<file path="src/design/hcv_pkg.sv">
package hcv_pkg;

    // Fraction bits of the sine and cosine values.
    localparam int TRIG_FRAC_BITS = 14;
    localparam int TRIG_W = TRIG_FRAC_BITS + 2;
    localparam int TRIG_SH = 16 - TRIG_FRAC_BITS;
    localparam int TRIG_HALF = (1 << TRIG_SH) >> 1;

    // Offset, rotation and product widths.
    localparam int DXY_W = 9;
    localparam int PP_W = DXY_W + TRIG_W;
    localparam int ROT_W = PP_W + 1;
    localparam int BASE_W = 16;
    localparam int PROD_W = BASE_W + ROT_W;
    localparam int NUM_W = 41;

    // Length: root of (dx^2 + dy^2) << 16, one root bit per stage.
    localparam int D2_W = 17;
    localparam int SQ_STAGES = (D2_W + 16 + 1) / 2;
    localparam int DEN_W = SQ_STAGES;
    localparam int DIV_STAGES = NUM_W;

    // Output rounding offsets in units of 1/256.
    localparam int OFS_X = 141;
    localparam int OFS_Y = 397;

    // Quarter-wave sine table, round(sin(d) * 2^16) for d = 0..90.
    localparam logic [16:0] SIN_Q16 [91] = '{
        17'd0, 17'd1144, 17'd2287, 17'd3430, 17'd4572, 17'd5712, 17'd6850, 17'd7987,
        17'd9121, 17'd10252, 17'd11380, 17'd12505, 17'd13626, 17'd14742, 17'd15855,
        17'd16962, 17'd18064, 17'd19161, 17'd20252, 17'd21336, 17'd22415, 17'd23486,
        17'd24550, 17'd25607, 17'd26656, 17'd27697, 17'd28729, 17'd29753, 17'd30767,
        17'd31772, 17'd32768, 17'd33754, 17'd34729, 17'd35693, 17'd36647, 17'd37590,
        17'd38521, 17'd39441, 17'd40348, 17'd41243, 17'd42126, 17'd42995, 17'd43852,
        17'd44695, 17'd45525, 17'd46341, 17'd47143, 17'd47930, 17'd48703, 17'd49461,
        17'd50203, 17'd50931, 17'd51643, 17'd52339, 17'd53020, 17'd53684, 17'd54332,
        17'd54963, 17'd55578, 17'd56175, 17'd56756, 17'd57319, 17'd57865, 17'd58393,
        17'd58903, 17'd59396, 17'd59870, 17'd60326, 17'd60764, 17'd61183, 17'd61584,
        17'd61966, 17'd62328, 17'd62672, 17'd62997, 17'd63303, 17'd63589, 17'd63856,
        17'd64104, 17'd64332, 17'd64540, 17'd64729, 17'd64898, 17'd65048, 17'd65177,
        17'd65287, 17'd65376, 17'd65446, 17'd65496, 17'd65526, 17'd65536
    };

    // Sine of an angle 0..449 degrees in Q2.TRIG_FRAC_BITS.
    function automatic logic signed [TRIG_W-1:0] sin_deg(input logic [8:0] ang);
        logic [8:0] a;
        logic [6:0] d;
        logic neg;
        logic [17:0] rnd;
        logic [TRIG_W-1:0] mag;
        a = (ang >= 9'd360) ? ang - 9'd360 : ang;
        neg = 1'b0;
        if (a <= 9'd90) begin
            d = a[6:0];
        end else if (a <= 9'd180) begin
            d = 7'(9'd180 - a);
        end else if (a <= 9'd270) begin
            d = 7'(a - 9'd180);
            neg = 1'b1;
        end else begin
            d = 7'(9'd360 - a);
            neg = 1'b1;
        end
        rnd = ({1'b0, SIN_Q16[d]} + 18'(TRIG_HALF)) >> TRIG_SH;
        mag = TRIG_W'(rnd);
        return neg ? -$signed(mag) : $signed(mag);
    endfunction

endpackage

</file>
<file path="src/design/hcv_div.sv">
module hcv_div (
    input  logic                        i_clk,
    input  logic                        i_en,
    input  logic [hcv_pkg::NUM_W-1:0]   i_num,
    input  logic [hcv_pkg::DEN_W-1:0]   i_den,
    output logic [hcv_pkg::NUM_W-1:0]   o_quo
);
    import hcv_pkg::*;

    logic [NUM_W-1:0] r_q   [DIV_STAGES];
    logic [DEN_W-1:0] r_rem [DIV_STAGES];
    logic [DEN_W-1:0] r_den [DIV_STAGES];
    logic [NUM_W-1:0] n_q   [DIV_STAGES];
    logic [DEN_W-1:0] n_rem [DIV_STAGES];

    // Restoring division: the numerator shifts out at the top while quotient
    // bits fill in at the bottom, one bit per stage.
    always_comb begin
        logic [NUM_W-1:0] s_q;
        logic [DEN_W-1:0] s_rem;
        logic [DEN_W-1:0] s_den;
        logic [DEN_W:0]   sh;
        for (int j = 0; j < DIV_STAGES; j++) begin
            if (j == 0) begin
                s_q   = i_num;
                s_rem = '0;
                s_den = i_den;
            end else begin
                s_q   = r_q[j-1];
                s_rem = r_rem[j-1];
                s_den = r_den[j-1];
            end
            sh = {s_rem, s_q[NUM_W-1]};
            if (sh >= {1'b0, s_den}) begin
                n_rem[j] = DEN_W'(sh - {1'b0, s_den});
                n_q[j]   = {s_q[NUM_W-2:0], 1'b1};
            end else begin
                n_rem[j] = DEN_W'(sh);
                n_q[j]   = {s_q[NUM_W-2:0], 1'b0};
            end
        end
    end

    always_ff @(posedge i_clk) begin
        if (i_en) begin
            r_den[0] <= i_den;
            for (int j = 1; j < DIV_STAGES; j++) r_den[j] <= r_den[j-1];
            for (int j = 0; j < DIV_STAGES; j++) begin
                r_q[j]   <= n_q[j];
                r_rem[j] <= n_rem[j];
            end
        end
    end

    assign o_quo = r_q[DIV_STAGES-1];

endmodule

</file>
<file path="config.mk">
export PLATFORM = sky130hd
export DESIGN_NAME = hcv_div
export DESIGN_NICKNAME = d
export VERILOG_FILES = /design/src/design/hcv_pkg.sv /design/src/design/hcv_div.sv
export SDC_FILE = /design/constraint.sdc
export NUM_CORES = 2
export LEC_CHECK = 0
export BUFFER_PORTS_ARGS = -buffer_cell sky130_fd_sc_hd__buf_4
export CAP_MARGIN = 20
export CORE_UTILIZATION = 30
export CTS_CLUSTER_DIAMETER = 80
export CTS_CLUSTER_SIZE = 16
export DETAILED_ROUTE_END_ITERATION = 7
export PLACE_DENSITY = 0.46
export SETUP_SLACK_MARGIN = 0.05
export SYNTH_ARGS = -nofsm -noshare
export SYNTH_HDL_FRONTEND = slang
export SYNTH_SLANG_ARGS = --single-unit
</file>
<file path="constraint.sdc">
create_clock -name i_clk -period 5.8 [get_ports i_clk]
set_clock_uncertainty 0.05 [all_clocks]
set_input_delay 0.29 -clock i_clk [delete_from_list [all_inputs] [get_ports i_clk]]
set_output_delay 0.29 -clock i_clk [all_outputs]
set_load 0.03 [all_outputs]
</file>
==> metrics.yaml <==
hold_path.class: "primary input to flop"
end_kind: "flop"
drt-vias-per-instance: 4.523
core_area_sq_um: 434200
synth-seq-cells: 3041
setup_viol: 0
period_minus_slack_ns: 4.021
yosys_warnings: 0
reg2regPathDepth: 10
postSynthAreaPerCell_sq_um: 15.02
nets: 9878
clock_latency_ns: 0.97
max_freq_ghz: 0.2487
start_kind: "flop"
grt_pass1_vias: 68343
initial_core_util_pct: 30.13
synth_edf_count: 3041
maxCapViolations: 0
worstMarginPinSlew_ns: 1.082
slew_viol_final: 0
crit_required_ns: 6.42
relSlewSlack_pct: 27.40
power.leakage_nw: 54.57
hp-start: "i_num[40]"
crit_chain: "ha_1, inv_1, fa_1, a21oi_1, or3b_1, a31oi_1, o21ai_0, a2111oi_0, or4_1, mux2_2"
crit_path_max_fanout: 29
setup_slack_ns: 1.779
arrival_ns: 4.64
clockBufferDepth: 4
die_area_sq_um: 438800
hold_ws_ns: 0.1938
post-route-period-util_pct: 69.33
p_per_area_nw_per_um2: 486.0
ant_nets: 0
crit_buf_inv: 1
post_cts_buffers: 0
syn_to_final_growth_pct: 12.22
cts_max_level: 4
drt-initial-drc-count: 4248
cts_resized: 0
crit_type: "flop to flop"
crit_slowest_cell: "or4_1"
slowest_delay_ns: 0.82
reg2reg_slack_ns: 1.78
r2r-start: "r_den[4][68]"
synthesis.area_sq_um: 130800
hold_viol_final: 0
place_congestion: 0.8135
synth_cell_type_count: 90
antenna_found_initial: 3
drc: 0
grt_max_degree: 158
min_to: "r_rem[0][0]"
rr_endpoint: "r_rem[4][89]"
vias: 67443
path_clk_slew_ns: 0.07
drive_gt1_share_pct: 9.689
synthArstFlopShare_pct: 0
outcome: "completed"
cts-root-buf: "clkbuf_16"
ys_seq_area_share_pct: 69.80
hpwlAfterDp_microns: 158900
die_x_microns: 662.4
n_fill_cell: 41803
io_pins: 101
syn_inst: 8710
numClockSinks: 3041
syn_nets: 9491
setup_tns_ns: 0
cts_buffers: 232
post-place-ws_ns: 1.802
yosys_most_used_dff: "edfxtp_1"
first_pass_iters: 6
holdPathStages: 4
rsz0062_at_grt: "false"
core.rowCount: 242
grt_pass1_wl_microns: 381000
io_buffers: 100
peakVddDrop_mv: 0.2654
globalRouteOverflowTotal: 0
routedWlPerCell_microns: 15.96
die_h_microns: 662.4
crit_family: "simple AND/OR/NAND/NOR gates"
wirelength_microns: 237900
grt.total_usage_pct: 10.65
cts_tree: "done"
## registers in the layout, summed over array words and instances (netlist names)
signal / count
r_den: 680
r_rem: 680
r_q: 1681
## metal layers
metal  routed length (microns)  vias up  global-route usage, %  part of all wire [%]
met3                      7988      369                  1.477                   3.4
met1                    109400    33099                  14.15                    46
met4                      6827        0                  3.277                   2.9
li1                          -    33090                      -                     -
met5                         0        -                      0                     0
met2                    113700      885                  18.00                    48
## how the worst max path moves through the flow
| stage | from | endpoint | slack (ns) | cells past startpoint |
|---|---|---|---|---|
| 2_1_floorplan | r_q[1][491] | r_rem[3][77] | 2.58 | 14 |
| 3_3_place_gp | r_q[1][573] | r_rem[3][103] | 1.83 | 13 |
| 3_5_place_dp | r_den[4][68] | r_rem[4][101] | 1.80 | 10 |
| 4_1_cts | r_den[4][68] | r_rem[4][101] | 1.77 | 10 |
| 5_1_grt | r_den[4][68] | r_rem[4][88] | 1.46 | 10 |
| 6_report | r_den[4][68] | r_rem[4][89] | 1.78 | 10 |
## layout by cell type, fill, tap and decap left out, types with 35 or more instances in the layout
master	netlist	final
a211oi_1	47	47
a21o_1	256	256
a21oi_1	550	550
a31oi_1	38	35
and3_1	42	42
buf_4	50	148
clkbuf_16	0	233
dlygate4sd3_1	0	116
edfxtp_1	3041	3041
fa_1	39	39
ha_1	682	682
inv_1	836	836
mux2_2	307	307
nand2_1	369	369
nand2b_1	73	73
nand3_1	72	72
nand4_1	82	82
nor2_1	400	400
nor2b_1	65	65
nor3_1	97	97
o21a_1	54	54
o21ai_0	394	394
o21bai_1	93	93
xnor2_1	362	362
xor2_1	193	193
## stage by stage
step | std cells | util [%] | total power, mW | instance area [sq um]
2_1_floorplan | 8710 | - | 50.29 | 130800
3_3_place_gp | 14473 | 31.96 | 55.78 | 138800
3_5_place_dp | 14474 | 31.96 | 56.28 | 138800
4_1_cts | 14902 | 33.79 | 72.51 | 146700
5_1_grt | 14910 | 33.81 | 76.36 | 146800
6_report | 14910 | 33.81 | 71.36 | 146800
## worst reg2reg max path: cells and delay by family (launching register included)
family,cells,cell delay [ns]
compound gates,4,1.16
simple gates,2,1.23
mux,1,0.42
buf+inv,1,0.07
flops,1,0.40
fa+ha+maj,2,0.43
## timing repair
action / in CTS / in global routing
hold buffers: 116 / 0
endpoints found under the hold margin: 148 / 0
endpoints found under the setup margin: 0 / 0
## synthesized netlist by cell type, types with 10 or more instances
library cell  count  area (sq um)
mux2_4           25         375.4
a31o_2           15         131.4
nor4_1           15         93.84
or3_1            24         150.1
mux2i_1          22         220.2
or4_1            12         90.09
o211ai_1         24         180.2
buf_2            39         195.2
and3_1           42         262.8
nor2b_1          65         406.6
xnor2_1         362          3171
nand2b_1         73         456.7
xor2_1          193          1690
nor3_1           97         485.5
nor2_1          400          1501
a311o_1          10         100.1
a211oi_1         47         352.8
and4_1           10         87.58
nand2_1         369          1385
clkbuf_1         38         142.6
a31oi_1          38         237.7
a211o_1          15         131.4
o41ai_1          19         166.4
a21oi_1         550          2753
o21ai_1          29         145.1
nand4_1          82         513.0
mux2_2          307          3457
edfxtp_1       3041         91320
o31a_1           19         166.4
o21ai_0         394          1972
o2111ai_1        10         87.58
o21bai_1         93         698.2
nand3_1          72         360.4
a21o_1          256          1922
a21boi_0         14         105.1
o31ai_1          24         180.2
buf_4            50         375.4
and2_1           18         112.6
ha_1            682          8533
inv_1           836          3138
or2_2            22         137.6
o21a_1           54         405.4
fa_1             39         780.8
## cells by family after synthesis
| family | count (synthesis) | share of synthesized area (%) |
|---|---|---|
| muxes | 361 | 3.158 |
| and+or+nand+nor | 1325 | 4.788 |
| adders and majority gates | 721 | 7.119 |
| xor gates and xnor gates | 555 | 3.715 |
| DFF | 3041 | 69.80 |
| buffers and inverters | 976 | 3.024 |
| AOI/OAI and AO/OA | 1731 | 8.399 |
## report_power, final
part           internal, mW  switching, mW  leakage [nW]
registers              29.6           2.08          29.7
logic                  11.3           12.9          21.6
clock network          7.63           7.86          3.29
## cell type report
| type | count | area [sq um] | area share (%) |
|---|---|---|---|
| clock buffer | 246 | 5879 | 4.004 |
| sequential | 3041 | 91320 | 62.20 |
| tap | 5734 | 7174 | 4.886 |
| inverter | 837 | 3142 | 2.140 |
| antenna | 1 | 2.502 | 0.001704 |
| clock inverter | 66 | 895.9 | 0.6102 |
| multi-input combinational | 4693 | 35600 | 24.25 |
| timing repair buffer | 292 | 2809 | 1.913 |
(Power assumes the default switching activity.)
